==> src/hw/rtl/clns_pkg.sv <==
package clns_pkg;

    localparam int unsigned CFG_WIDTH   = 16;
    localparam int unsigned CFG_IDX_W   = 3;
    localparam int unsigned HOLD_W      = 17;
    localparam int unsigned PC_W        = 4;

    localparam logic [CFG_IDX_W-1:0] REG_CLEAR_WAIT   = 3'd0;
    localparam logic [CFG_IDX_W-1:0] REG_COMMAND_WAIT = 3'd1;
    localparam logic [CFG_IDX_W-1:0] REG_INIT_WAIT    = 3'd2;
    localparam logic [CFG_IDX_W-1:0] REG_FIRST_GAP    = 3'd3;
    localparam logic [CFG_IDX_W-1:0] REG_SECOND_GAP   = 3'd4;

    localparam logic [CFG_WIDTH-1:0] CLEAR_WAIT_RST   = 16'd2000;
    localparam logic [CFG_WIDTH-1:0] COMMAND_WAIT_RST = 16'd1000;
    localparam logic [CFG_WIDTH-1:0] INIT_WAIT_RST    = 16'd40;
    localparam logic [CFG_WIDTH-1:0] FIRST_GAP_RST    = 16'd5000;
    localparam logic [CFG_WIDTH-1:0] SECOND_GAP_RST   = 16'd1000;

    localparam logic [2:0] FUNC_COMMAND     = 3'd0;
    localparam logic [2:0] FUNC_CHAR        = 3'd1;
    localparam logic [2:0] FUNC_INIT_NIBBLE = 3'd2;
    localparam logic [2:0] FUNC_CURSOR      = 3'd3;
    localparam logic [2:0] FUNC_CURSOR_CHAR = 3'd4;
    localparam logic [2:0] FUNC_POWER_UP    = 3'd5;

    localparam logic [7:0] BASE_FIRST_LINE  = 8'h80;
    localparam logic [7:0] BASE_SECOND_LINE = 8'hC0;
    localparam logic [7:0] CLEAR_LIMIT      = 8'h02;
    localparam logic [1:0] ROW_FIRST        = 2'd1;

    localparam logic [PC_W-1:0] ENTRY_COMMAND  = 4'd0;
    localparam logic [PC_W-1:0] ENTRY_CHAR     = 4'd2;
    localparam logic [PC_W-1:0] ENTRY_INIT     = 4'd4;
    localparam logic [PC_W-1:0] ENTRY_POWER_UP = 4'd5;

    typedef struct packed {
        logic [2:0] func;
        logic [7:0] byte_value;
        logic [1:0] row;
        logic [5:0] col;
    } clns_in_t;

    typedef struct packed {
        logic [3:0]        nibble;
        logic              reg_select;
        logic [HOLD_W-1:0] hold_us;
        logic              last;
    } clns_out_t;

    typedef enum logic [2:0] {
        NS_OPA_HI,
        NS_OPA_LO,
        NS_BYTE_HI,
        NS_BYTE_LO,
        NS_CONST
    } nib_sel_t;

    typedef enum logic [2:0] {
        HS_ZERO,
        HS_AUTO,
        HS_COMMAND,
        HS_CLEAR,
        HS_INIT,
        HS_INIT_FIRST,
        HS_INIT_SECOND
    } hold_sel_t;

    typedef enum logic [1:0] {
        FL_NEXT,
        FL_END,
        FL_BR_CHAIN
    } flow_t;

    typedef struct packed {
        nib_sel_t        nib_sel;
        logic [3:0]      const_nib;
        logic            reg_select;
        hold_sel_t       hold_sel;
        flow_t           flow;
        logic [PC_W-1:0] target;
    } uctl_t;

endpackage

==> src/hw/rtl/clns_urom.sv <==
module clns_urom (
    input  logic [clns_pkg::PC_W-1:0] pc,
    output clns_pkg::uctl_t           ctl
);
    import clns_pkg::*;

    function automatic uctl_t uw(nib_sel_t ns, logic [3:0] cn, logic rs, hold_sel_t hs,
                                 flow_t fl, logic [PC_W-1:0] tg);
        uctl_t w;
        w.nib_sel    = ns;
        w.const_nib  = cn;
        w.reg_select = rs;
        w.hold_sel   = hs;
        w.flow       = fl;
        w.target     = tg;
        return w;
    endfunction

    always_comb
    begin
        unique case (pc)
            4'd0:    ctl = uw(NS_OPA_HI,  4'h0, 1'b0, HS_ZERO,        FL_NEXT,     4'd0);
            4'd1:    ctl = uw(NS_OPA_LO,  4'h0, 1'b0, HS_AUTO,        FL_BR_CHAIN, ENTRY_CHAR);
            4'd2:    ctl = uw(NS_BYTE_HI, 4'h0, 1'b1, HS_ZERO,        FL_NEXT,     4'd0);
            4'd3:    ctl = uw(NS_BYTE_LO, 4'h0, 1'b1, HS_COMMAND,     FL_END,      4'd0);
            4'd4:    ctl = uw(NS_BYTE_HI, 4'h0, 1'b0, HS_INIT,        FL_END,      4'd0);
            4'd5:    ctl = uw(NS_CONST,   4'h3, 1'b0, HS_INIT_FIRST,  FL_NEXT,     4'd0);
            4'd6:    ctl = uw(NS_CONST,   4'h3, 1'b0, HS_INIT_SECOND, FL_NEXT,     4'd0);
            4'd7:    ctl = uw(NS_CONST,   4'h3, 1'b0, HS_INIT,        FL_NEXT,     4'd0);
            4'd8:    ctl = uw(NS_CONST,   4'h2, 1'b0, HS_INIT,        FL_NEXT,     4'd0);
            4'd9:    ctl = uw(NS_CONST,   4'h2, 1'b0, HS_ZERO,        FL_NEXT,     4'd0);
            4'd10:   ctl = uw(NS_CONST,   4'h8, 1'b0, HS_COMMAND,     FL_NEXT,     4'd0);
            4'd11:   ctl = uw(NS_CONST,   4'h0, 1'b0, HS_ZERO,        FL_NEXT,     4'd0);
            4'd12:   ctl = uw(NS_CONST,   4'h1, 1'b0, HS_CLEAR,       FL_NEXT,     4'd0);
            4'd13:   ctl = uw(NS_CONST,   4'h0, 1'b0, HS_ZERO,        FL_NEXT,     4'd0);
            4'd14:   ctl = uw(NS_CONST,   4'hE, 1'b0, HS_COMMAND,     FL_END,      4'd0);
            default: ctl = uw(NS_CONST,   4'h0, 1'b0, HS_ZERO,        FL_END,      4'd0);
        endcase
    end

endmodule

==> src/hw/rtl/char_lcd_nibble_sequencer.sv <==
// channel  | handshake              | payload
// ---------+------------------------+--------------------------------------------
// in       | in_valid / in_stall    | in_data  : func, byte_value, row, col
// out      | out_valid / out_stall  | out_data : nibble, reg_select, hold_us, last
// cfg      | cfg_we                 | cfg_index, cfg_data
//
// A request is loaded into registers, then the microcode table issues one pulse per cycle
// while out_stall does not hold the output; the program for its func sets how many pulses;
// func 6 and 7 issue no pulses.
// A new request is taken once the last pulse of the previous one has issued.
// Reset restores the default hold registers and empties the output register.
// out_stall, while out_valid is high, holds the output register and freezes the step counter.
module char_lcd_nibble_sequencer (
    input  logic                              clk,
    input  logic                              rst_n,
    input  logic                              in_valid,
    output logic                              in_stall,
    input  clns_pkg::clns_in_t                in_data,
    output logic                              out_valid,
    input  logic                              out_stall,
    output clns_pkg::clns_out_t               out_data,
    input  logic                              cfg_we,
    input  logic [clns_pkg::CFG_IDX_W-1:0]    cfg_index,
    input  logic [clns_pkg::CFG_WIDTH-1:0]    cfg_data
);
    import clns_pkg::*;

    logic [CFG_WIDTH-1:0] clear_wait_reg;
    logic [CFG_WIDTH-1:0] command_wait_reg;
    logic [CFG_WIDTH-1:0] init_wait_reg;
    logic [CFG_WIDTH-1:0] first_gap_reg;
    logic [CFG_WIDTH-1:0] second_gap_reg;

    logic            busy_reg, busy_next;
    logic [PC_W-1:0] pc_reg, pc_next;
    logic            chain_reg, chain_next;
    logic [7:0]      opa_reg, opa_next;
    logic [7:0]      byte_reg, byte_next;
    logic            out_valid_reg, out_valid_next;
    clns_out_t       out_reg, out_next;

    uctl_t           ctl;
    logic            accept;
    logic            issue;
    logic            start;
    logic [PC_W-1:0] entry;
    logic [7:0]      cursor_addr;
    logic [7:0]      base;
    logic [3:0]      nib;
    logic [HOLD_W-1:0] hold;
    logic            is_last;

    clns_urom u_urom (
        .pc  (pc_reg),
        .ctl (ctl)
    );

    assign in_stall  = busy_reg;
    assign accept    = in_valid && !busy_reg;
    assign issue     = busy_reg && (!out_valid_reg || !out_stall);
    assign out_valid = out_valid_reg;
    assign out_data  = out_reg;

    assign base        = (in_data.row == ROW_FIRST) ? BASE_FIRST_LINE : BASE_SECOND_LINE;
    assign cursor_addr = base + {2'b00, in_data.col} - 8'd1;

    always_comb
    begin
        start = 1'b1;
        entry = ENTRY_COMMAND;
        unique case (in_data.func) inside
            FUNC_COMMAND, FUNC_CURSOR, FUNC_CURSOR_CHAR: entry = ENTRY_COMMAND;
            FUNC_CHAR:                                   entry = ENTRY_CHAR;
            FUNC_INIT_NIBBLE:                            entry = ENTRY_INIT;
            FUNC_POWER_UP:                               entry = ENTRY_POWER_UP;
            default:                                     start = 1'b0;
        endcase
    end

    always_comb
    begin
        unique case (ctl.nib_sel)
            NS_OPA_HI:  nib = opa_reg[7:4];
            NS_OPA_LO:  nib = opa_reg[3:0];
            NS_BYTE_HI: nib = byte_reg[7:4];
            NS_BYTE_LO: nib = byte_reg[3:0];
            NS_CONST:   nib = ctl.const_nib;
            default:    nib = ctl.const_nib;
        endcase
    end

    always_comb
    begin
        unique case (ctl.hold_sel)
            HS_ZERO:        hold = '0;
            HS_AUTO:        hold = (opa_reg <= CLEAR_LIMIT) ? {1'b0, clear_wait_reg}
                                                            : {1'b0, command_wait_reg};
            HS_COMMAND:     hold = {1'b0, command_wait_reg};
            HS_CLEAR:       hold = {1'b0, clear_wait_reg};
            HS_INIT:        hold = {1'b0, init_wait_reg};
            HS_INIT_FIRST:  hold = {1'b0, init_wait_reg} + {1'b0, first_gap_reg};
            HS_INIT_SECOND: hold = {1'b0, init_wait_reg} + {1'b0, second_gap_reg};
            default:        hold = '0;
        endcase
    end

    assign is_last = (ctl.flow == FL_END) || ((ctl.flow == FL_BR_CHAIN) && !chain_reg);

    always_comb
    begin
        busy_next      = busy_reg;
        pc_next        = pc_reg;
        chain_next     = chain_reg;
        opa_next       = opa_reg;
        byte_next      = byte_reg;
        out_valid_next = out_valid_reg;
        out_next       = out_reg;

        if (out_valid_reg && !out_stall)
        begin
            out_valid_next = 1'b0;
        end

        if (accept)
        begin
            busy_next  = start;
            pc_next    = entry;
            chain_next = (in_data.func == FUNC_CURSOR_CHAR);
            opa_next   = (in_data.func == FUNC_COMMAND) ? in_data.byte_value : cursor_addr;
            byte_next  = in_data.byte_value;
        end
        else if (issue)
        begin
            out_valid_next      = 1'b1;
            out_next.nibble     = nib;
            out_next.reg_select = ctl.reg_select;
            out_next.hold_us    = hold;
            out_next.last       = is_last;
            unique case (ctl.flow)
                FL_NEXT:     pc_next = pc_reg + 4'd1;
                FL_BR_CHAIN:
                begin
                    pc_next    = ctl.target;
                    chain_next = 1'b0;
                    busy_next  = chain_reg;
                end
                FL_END:      busy_next = 1'b0;
                default:     busy_next = 1'b0;
            endcase
        end
    end

    always_ff @(posedge clk or negedge rst_n)
    begin
        if (!rst_n)
        begin
            busy_reg      <= 1'b0;
            pc_reg        <= '0;
            chain_reg     <= 1'b0;
            out_valid_reg <= 1'b0;
        end
        else
        begin
            busy_reg      <= busy_next;
            pc_reg        <= pc_next;
            chain_reg     <= chain_next;
            out_valid_reg <= out_valid_next;
        end
    end

    always_ff @(posedge clk)
    begin
        opa_reg  <= opa_next;
        byte_reg <= byte_next;
        out_reg  <= out_next;
    end

    always_ff @(posedge clk or negedge rst_n)
    begin
        if (!rst_n)
        begin
            clear_wait_reg   <= CLEAR_WAIT_RST;
            command_wait_reg <= COMMAND_WAIT_RST;
            init_wait_reg    <= INIT_WAIT_RST;
            first_gap_reg    <= FIRST_GAP_RST;
            second_gap_reg   <= SECOND_GAP_RST;
        end
        else if (cfg_we)
        begin
            case (cfg_index)
                REG_CLEAR_WAIT:   clear_wait_reg   <= cfg_data;
                REG_COMMAND_WAIT: command_wait_reg <= cfg_data;
                REG_INIT_WAIT:    init_wait_reg    <= cfg_data;
                REG_FIRST_GAP:    first_gap_reg    <= cfg_data;
                REG_SECOND_GAP:   second_gap_reg   <= cfg_data;
                default:          ;
            endcase
        end
    end

endmodule
==> config.mk <==
export PLATFORM = sky130hd
export DESIGN_NAME = char_lcd_nibble_sequencer
export DESIGN_NICKNAME = d
export VERILOG_FILES = /design/src/hw/rtl/clns_pkg.sv /design/src/hw/rtl/clns_urom.sv /design/src/hw/rtl/char_lcd_nibble_sequencer.sv
export SDC_FILE = /design/constraint.sdc
export NUM_CORES = 1
export LEC_CHECK = 0
export BUFFER_PORTS_ARGS = -buffer_cell sky130_fd_sc_hd__clkbuf_2
export CELL_PAD_IN_SITES_DETAIL_PLACEMENT = 0
export CELL_PAD_IN_SITES_GLOBAL_PLACEMENT = 1
export CORE_AREA = 2 2 116 118
export DETAILED_ROUTE_END_ITERATION = 8
export DIE_AREA = 0 0 118 120
export GPL_TIMING_DRIVEN = 0
export PLACE_DENSITY_LB_ADDON = 0.1
export SYNTH_ARGS = -nofsm -noshare
export SYNTH_HDL_FRONTEND = slang
export SYNTH_SLANG_ARGS = --single-unit
==> constraint.sdc <==
create_clock -name clk -period 11.3 [get_ports clk]
set_clock_uncertainty 0.2 [all_clocks]
set_input_delay 0.565 -clock clk [delete_from_list [all_inputs] [get_ports clk]]
set_output_delay 0.565 -clock clk [all_outputs]
set_load 0.01 [all_outputs]
# ---- Word level (Yosys, flattened, before mapping)
# Memories as Yosys holds them, arrays and structs flattened.
# Cells that the tools add are included.
# W data, S select, Z words.
dict set report classes {
  addsub 5
  n_lt_le_gt_ge 1
  n_eq_ne 22
  n_mux 19
  bitwise 1
  reduce_logical 27
}
# operator n
set ops {}
lappend ops {{$pmux W17 S6} 1}
lappend ops {{$add A16 B16 Y17} 2}
lappend ops {{$eq A3 B2 Y1 const B} 8}
lappend ops {{$eq A3 B3 Y1 const B} 6}
lappend ops {{$reduce_and A2 Y1} 9}
lappend ops {{$mux W16} 1}
lappend ops {{$pmux W4 S4} 1}
lappend ops {{$eq A3 B1 Y1 const B} 4}
lappend ops {{$logic_not A3 Y1} 3}
lappend ops {{$mux W1} 9}
lappend ops {{$pmux W3 S3} 1}
lappend ops {{$add A8 B6 Y8} 1}
lappend ops {{$le A8 B2 Y1 const B} 1}
lappend ops {{$mux W4} 2}
lappend ops {{$mux W8} 1}
lappend ops {{$pmux W4 S2} 1}
lappend ops {{$sub A8 B1 Y8 const B} 1}
lappend ops {{$mux W7} 1}
lappend ops {{$reduce_or A6 Y1} 1}
lappend ops {{$add A4 B1 Y4 const B} 1}
lappend ops {{$eq A2 B1 Y1 const B} 2}
lappend ops {{$logic_and A1 B1 Y1} 4}
lappend ops {{$logic_not A1 Y1} 4}
lappend ops {{$reduce_bool A2 Y1} 2}
lappend ops {{7 further kinds} 8}
dict set report word_totals {
  regBits 126
  mem_bits_ro 224
  in_bits 43
  out_inout_bits 25
  wordCells 91
  memories 1
}
# memory words width rd rd_ports_with_merged_regs wr line
set mem_list {}
lappend mem_list {{(no name shown)} 16 14 1 0 0 clns_urom.sv:21} ;# unique case (pc)

# ---- Depth between registers and ports, before layout
# Gate-level depths: netlist of the first run.
dict set report depth {
  word_depth 5
  depth_mapped 16
}

# ---- Cells and area by module
# A second synthesis of the first run with hierarchy kept.
dict set report hier_totals {
  cells_unflattened 541
  area_unflattened_um2 6628.9
}
# module instances cells_each area_per_inst_um2 seq_area_each_um2
set modules_own_cells {}
lappend modules_own_cells {char_lcd_nibble_sequencer 1 503 6401.1 3379.5}
lappend modules_own_cells {clns_urom 1 38 227.7 0.0}

# ---- Least setup slack after synthesis of the first run
# OpenSTA, ideal clock, no wires.
dict set report synth_path {
  path_kind {register -> register}
  from {reg pc_reg[1]}
  to {reg out_reg, in the netlist out_data[15], data pin}
  arrival_ns 3.646
  t_required_ns 10.832
  slack_ns 7.186
  stages_incl_launch_ff 17
  cell_sequence {dfrtp_1 -> inv_1 -> ha_1 -> nand2_2 -> mux2_4 -> or4_1 -> buf_6 -> mux2_2 -> ha_1 -> inv_1 -> fa_1 -> nand3b_1 -> a211oi_1 -> nor3_1 -> o21ai_0 -> xnor2_1 -> o21ai_1}
}
dict set report synth_between {
  elab_chain_cells 3
  elab_cells_between_ends 8
  classes_between {6 x eq/ne; 1 x mux; 1 x memory}
}
# item line
set synth_rtl {}
lappend synth_rtl {{start, declared} char_lcd_nibble_sequencer.sv:35} ;# logic [PC_W-1:0] pc_reg, pc_next;
lappend synth_rtl {{start signal, assigned} char_lcd_nibble_sequencer.sv:165} ;# pc_reg <= pc_next;
lappend synth_rtl {{$mem_v2 Z16 W14 (*)} -}
lappend synth_rtl {{$eq A3 B3 Y1 (tied with other cells)} char_lcd_nibble_sequencer.sv:94} ;# unique case (ctl.hold_sel)
lappend synth_rtl {{$pmux W17 S6 (*)} char_lcd_nibble_sequencer.sv:94}
lappend synth_rtl {{via hold[14]} char_lcd_nibble_sequencer.sv:50} ;# logic [HOLD_W-1:0] hold;
lappend synth_rtl {{end signal, assigned} char_lcd_nibble_sequencer.sv:175} ;# out_reg <= out_next;
lappend synth_rtl {{end, declared} char_lcd_nibble_sequencer.sv:40} ;# clns_out_t out_reg, out_next;
# Mark *: on every way through the listed nets, which the timed path passes. The rest lies on a longest branch.
# A chain may end at the register's enable or synchronous reset.

# ---- Worst setup path after layout of the first run
dict set report layout_path {
  from {reg pc_reg[1]}
  to {reg out_reg, in the netlist out_data[16], data pin}
}
# Same word-level chain as after synthesis.

==> results.json, run 1 <==
{
  "grt_setup_unrepaired": "no",
  "synth_area_per_cell_um2": 12.4,
  "die_w_um": 118,
  "worstPathCellList": "inv_1 -> ha_1 -> nand2_2 -> mux2_4 -> or4_1 -> buf_6 -> buf_6 -> mux2_4 -> ha_1 -> o211ai_1 -> o21ai_0 -> o2111ai_1 -> o21ai_0 -> xnor2_1 -> o21ai_1",
  "start_kind": "register",
  "nets": 687,
  "worst_pin_slew_ps": 1210,
  "slowest_delay_ps": 490,
  "via_count": 4661,
  "dieArea_um2": 14200,
  "rows": 42,
  "clock_latency_ps": 420,
  "ant_nets": 0,
  "worstPathArrival_ps": 4840,
  "pre_cts_ws_ps": 6490,
  "cp_max_fo": 10,
  "finalCritPeriodShare_pct": 43.3,
  "drc": 0,
  "grt_pass1_wl_um": 24400,
  "dr.pass1.iters": 5,
  "synth_area_leaders": "dfrtp_1, edfxtp_1, mux2_2, dfstp_2, ha_1",
  "grt_max_degree": 59,
  "period_needed_ps": 4890,
  "synth-edff-count": 39,
  "cap_violations": 0,
  "async_flop_share_pct": 69.0,
  "syn_inst": 530,
  "ys_seq_area_share_pct": 51.4,
  "placed_cells": 773,
  "cts.sinks": 126,
  "cts.htree.levels": 4,
  "synth_nets": 600,
  "crit_type": "reg2reg",
  "syn2layout_area_growth_pct": 18.7,
  "setup_viol": 0,
  "status": "finished clean",
  "clk_pin_slew_ps": 60,
  "clockRootBuffer": "clkbuf_16",
  "drt_iter0_markers": 310,
  "die_y_um": 120,
  "yosysTopAreaCell": "dfrtp_1",
  "synthFlopType": "dfrtp_1",
  "start_util_pct": 50.6,
  "yosysTopAreaCellShare_pct": 23.6,
  "boundaryPins": 68,
  "cts_tree": "yes",
  "cts_buffers": 17,
  "yosys_warnings": 0,
  "finalHoldViolations": 0,
  "fin_tns_setup_ps": 0,
  "first_global_vias": 4711,
  "avgRoutedWirePerCell_um": 18.8,
  "ys_ff_latch": 126,
  "port_buffers": 65,
  "grtUsageTotal_pct": 22.6,
  "viasPerCell": 5.78,
  "synth.distinct_cells": 59,
  "antenna_found_initial": 0,
  "power_density_nw_per_um2": 296,
  "hold_path.class": "in2reg",
  "clock.fmax_mhz": 204,
  "slew_headroom_pct": 18.4,
  "post_cts_resized": 0,
  "worstPathRequired_ps": 11250,
  "final_cells": 806,
  "worst-r2r-setup-slack_ps": 6410,
  "hpwl_um": 10600,
  "layout-drive-gt1-share_pct": 37.1,
  "setup.worst_path.end_class": "register",
  "antennaDiodeCount": 0,
  "post_cts.repair.setup_buffers": 0,
  "ctsLongestPathBuffers": 2,
  "max-vdd-ir-drop_mv": 0.146,
  "power_leakage_nw": 3.24,
  "routed_wl_um": 15100,
  "critPathSlowestCell": "or4_1",
  "gp_congestion": 0.849,
  "drv_slew": 0,
  "cts.hold.buffers_added": 1,
  "core_area_um2": 13000,
  "globalRouteOverflowTotal": 0,
  "setup_slack_ps": 6410,
  "largest_reg_flops": 23,
  "syn_area_um2": 6570
}
-- placed cells by master (no fill, tap or decap), drive strengths merged, types with 5 or more instances in the layout --
master	count
o211ai	7
mux2	99
xor2	5
inv	12
dfstp	25
nor3	11
nor2	23
a31oi	5
o21ai	31
dfrtp	62
clkbuf	105
nand2	32
nand3	8
ha	26
xnor2	14
a211oi	10
edfxtp	39
mux2i	7
a21oi	27
buf	12
a222oi	13
-- synth_stat cells (all sizes together), types with 10 or more instances --
library cell / count
clkbuf: 11
ha: 26
nor3: 11
dfstp: 25
xnor2: 14
dfrtp: 62
a211oi: 10
a21oi: 27
edfxtp: 39
inv: 12
o21ai: 31
nor2: 23
buf: 10
nand2: 32
a222oi: 13
mux2: 99
-- metal layers --
layer | vias to the layer above | global-route usage (%) | routed length [um]
met4 | 0 | 9.34 | 320
li1 | 2191 | - | -
met1 | 2317 | 30.3 | 7090
met2 | 130 | 35.4 | 6930
met3 | 23 | 5.37 | 769
met5 | - | 0 | 0
-- worst max-delay path: cells and delay by family, from the launching register on --
family | cells | cell delay, ps
flops | 1 | 460
fa+ha+maj | 2 | 690
buf+inv | 3 | 640
xor+xnor | 1 | 150
compound gates | 5 | 1310
mux | 2 | 600
simple gates | 2 | 570
-- kinds of logic (layout without fill, tap and decap cells) --
family / after synthesis / after routing / share of synthesized area [%]
compound gates: 115 / 115 / 11.6
xor+xnor: 19 / 19 / 2.53
fa+ha+maj: 27 / 27 / 5.26
buf+inv: 34 / 134 / 2.68
flops: 126 / 126 / 51.4
mux: 106 / 106 / 18.7
simple gates: 103 / 103 / 7.88
-- worst paths after layout --
path | start | end | cells past startpoint
setup reg to reg | pc_reg[1] | out_data[16] | 15
min in group asynchronous | rst_n | first_gap_reg[0] | 2
hold reg to reg | second_gap_reg[12] | second_gap_reg[12] | 1
max in group asynchronous | rst_n | clear_wait_reg[10] | 3
hold / removal | in_data[15] | byte_reg[7] | 1
setup / recovery | pc_reg[1] | out_data[16] | 15
-- metrics by stage --
| stage | power [W] | hold slack (ps) | cell area [um2] | util (%) |
|---|---|---|---|---|
| after floorplan | 0.00145 | 69.4 | 6570 | - |
| after global routing | 0.00245 | 145 | 7800 | 60.1 |
| final | 0.00231 | 140 | 7800 | 60.1 |
| after CTS | 0.00231 | 127 | 7800 | 60.1 |
| after global placement | 0.00173 | 281 | 7120 | 54.8 |
| after detailed placement | 0.00176 | 297 | 7190 | 55.4 |
-- power breakdown --
group	switching (W)	internal (W)
Combinational	0.000583	0.000449
Clock	0.000188	0.000359
Sequential	0.0000692	0.000657
Total	0.000840	0.00147
-- layout make-up --
class	count	area, um2
fill	1113	5180
tap	176	220
sequential	126	3380
timing repair buffer	68	393
multi-input combinational	370	3030
clock buffer	29	564
clock inverter	3	42.5
buffer	21	128
inverter	13	48.8
Power figures use the tool's default switching activity.
==> run 2, diff against run 1 <==
Settings changed: ABC_AREA set to 1, CORE_AREA 2 2 116 118 to 2 2 129 131, DIE_AREA 0 0 118 120 to 0 0 131 133.
Clock period 11.3 ns to 5.09 ns, I/O delays scaled along.
==> run 2 against run 1 <==
Cell count rose by 50%; critical path depth rose by 6; critical endpoint is now out_data[13]; clock power rose by 120%; setup slack got worse by 5300 ps.
==> results.json, run 2 <==
{
  "status": "finished clean",
  "setup_viol": 0,
  "placedInstanceArea_um2": 7580,
  "power_density_nw_per_um2": 546,
  "dieArea_um2": 17400,
  "ctsLongestPathBuffers": 2,
  "r2r-start": "pc_reg[0]",
  "setup.worst_path.end_class": "register",
  "cts_buffers": 17,
  "ys_seq_area_share_pct": 48.7,
  "rows": 47,
  "crit_type": "reg2reg",
  "whs_ps": 17.4,
  "ys_ff_latch": 126,
  "worst-r2r-setup-slack_ps": 1150,
  "period_needed_ps": 3940,
  "power_w": 0.00458,
  "clock.fmax_mhz": 254,
  "r2r_end": "out_data[13]",
  "mostFrequentLayoutCell": "nand2_1",
  "nets": 1050,
  "slew_headroom_pct": 33.0,
  "drt_iter0_markers": 389,
  "core_area_um2": 16200,
  "cts_tree": "yes",
  "grtUsageTotal_pct": 23.0,
  "hold_end": "init_wait_reg[2]",
  "most-common-layout-cells": "nand2_1, inv_1, o21ai_0",
  "via_count": 5979,
  "start_util_pct": 42.9,
  "worstPathRequired_ps": 5050,
  "globalRouteOverflowTotal": 0,
  "cpMostUsedCell": "nand3_1",
  "max-vdd-ir-drop_mv": 0.249,
  "synth_nets": 942,
  "start_kind": "register",
  "power_leakage_nw": 4.23,
  "synthFlopType": "dfrtp_1",
  "syn_area_um2": 6940,
  "cap_violations": 0,
  "hold_path.class": "in2reg",
  "cp_max_fo": 8,
  "yosysMostFrequentCell": "nand2_1",
  "syn_inst": 872,
  "dr.pass1.iters": 5,
  "yosysTopAreaCell": "dfrtp_1",
  "finalHoldViolations": 0,
  "yosys_warnings": 0,
  "post_cts_resized": 0,
  "multi_input_area_um2": 3040,
  "final_util_pct": 51.9,
  "whs_path_depth": 3,
  "boundaryPins": 68,
  "drv_slew": 0,
  "die_w_um": 131,
  "cts.htree.levels": 4,
  "clockRootBuffer": "clkbuf_16",
  "routed_wl_um": 18800,
  "synth_area_leaders": "dfrtp_1, edfxtp_1, nand2_1, dfstp_2, o21ai_0",
  "grt_max_degree": 49,
  "synth.distinct_cells": 38,
  "synth_common_cells": "nand2_1, inv_1, o21ai_0, nand3_1, dfrtp_1",
  "min_from": "cfg_data[2]",
  "clk_pin_slew_ps": 50,
  "stdcell_area_um2": 8390,
  "antennaDiodeCount": 0,
  "cts.sinks": 126,
  "rr_worst_depth": 21,
  "fin_tns_setup_ps": 0,
  "largest_reg_flops": 23,
  "num-fill-cells": 1592,
  "die_y_um": 133,
  "critPathTopFamily": "simple AND/OR/NAND/NOR gates",
  "hpwl_um": 14300,
  "cp_num_buf_inv": 5,
  "register_area_um2": 3380,
  "antenna_found_initial": 0,
  "viasPerCell": 4.93,
  "synth-edff-count": 39,
  "yosysTopAreaCellShare_pct": 22.4,
  "finalCritPeriodShare_pct": 77.5,
  "grt_pass1_wl_um": 30200,
  "grt_setup_unrepaired": "no",
  "gp_congestion": 0.924,
  "ant_nets": 0,
  "critPathSlowestCell": "dfrtp_1",
  "slowest_delay_ps": 440,
  "syn2layout_area_growth_pct": 20.9,
  "first_global_vias": 5778,
  "async_flop_share_pct": 69.0,
  "worst_pin_slew_ps": 1000,
  "synth_area_per_cell_um2": 7.96,
  "clock_latency_ps": 410,
  "drc": 0,
  "port_buffers": 67,
  "layout-drive-gt1-share_pct": 16.0,
  "avgRoutedWirePerCell_um": 15.5,
  "worstPathArrival_ps": 3900,
  "worstPathCellList": "inv_1 -> ha_1 -> inv_2 -> o21ai_1 -> nand2_2 -> nor2_4 -> nand2_4 -> inv_2 -> nand2_1 -> nand2_1 -> ha_1 -> inv_1 -> fa_1 -> inv_1 -> nand3_1 -> nand3_1 -> nand3_1 -> nand3_1 -> nand2_1 -> nand3_1 -> nand2_1"
}
-- run 2: worst max path at each step --
stage               from           end  slack (ps)  cells past startpoint
2_1_floorplan  pc_reg[0]  out_data[13]        1900                     21
3_3_place_gp   pc_reg[0]  out_data[13]        1200                     21
3_5_place_dp   pc_reg[0]  out_data[13]        1170                     21
4_1_cts        pc_reg[0]  out_data[13]        1150                     21
5_1_grt        pc_reg[0]  out_data[13]         720                     21
6_report       pc_reg[0]  out_data[13]        1150                     21
-- run 2: logic make-up after synthesis --
family                   count (synthesis)  share of synthesized area (%)
AO/OA/AOI/OAI                          120                           8.95
XOR/XNOR                                 6                          0.757
adder cells (fa/ha/maj)                 27                           4.98
buffers and inverters                  126                           7.45
flip-flops                             126                           48.7
AND/OR/NAND/NOR                        467                           29.2
-- run 2: repair_timing --
item,in CTS,in global routing
buffers inserted,0,0
hold buffers,21,0
endpoints found under the hold margin,62,0
-- run 2: tightest hold or removal path, delay by kind of cell --
kind / cells / cell delay, ps
AOI/OAI and AO/OA: 1 / 160
buffers and inverters: 2 / 170
-- run 2: layer usage --
metal | GRT usage (%) | up-vias | part of all wire, %
met1 | 35.1 | 2784 | 51
met5 | 0 | - | 0
met3 | 4.08 | 15 | 4.5
met4 | 5.91 | 0 | 1.0
li1 | - | 3043 | -
met2 | 33.6 | 137 | 44
-- run 2: power by group --
group	internal [W]	switching [W]	leakage, nW	total, W
logic	0.000624	0.00124	2.52	0.00186
registers	0.00140	0.000125	1.41	0.00153
clock network	0.000770	0.000422	0.300	0.00119
-- run 2: layout make-up --
class	count	area share (%)
buffer	25	1.64
clock buffer	29	6.95
clock inverter	3	0.179
inverter	101	4.52
multi-input combinational	620	36.3
sequential	126	40.3
tap	220	3.28
timing repair buffer	89	6.86
-- run 2: per-stage QoR --
| stage | setup WS, ps | instances |
|---|---|---|
| 3_3_place_gp | 1200 | 1159 |
| 2_1_floorplan | 1900 | 872 |
| 3_5_place_dp | 1170 | 1160 |
| 6_report | 1150 | 1213 |
| 4_1_cts | 1150 | 1213 |
| 5_1_grt | 724 | 1213 |
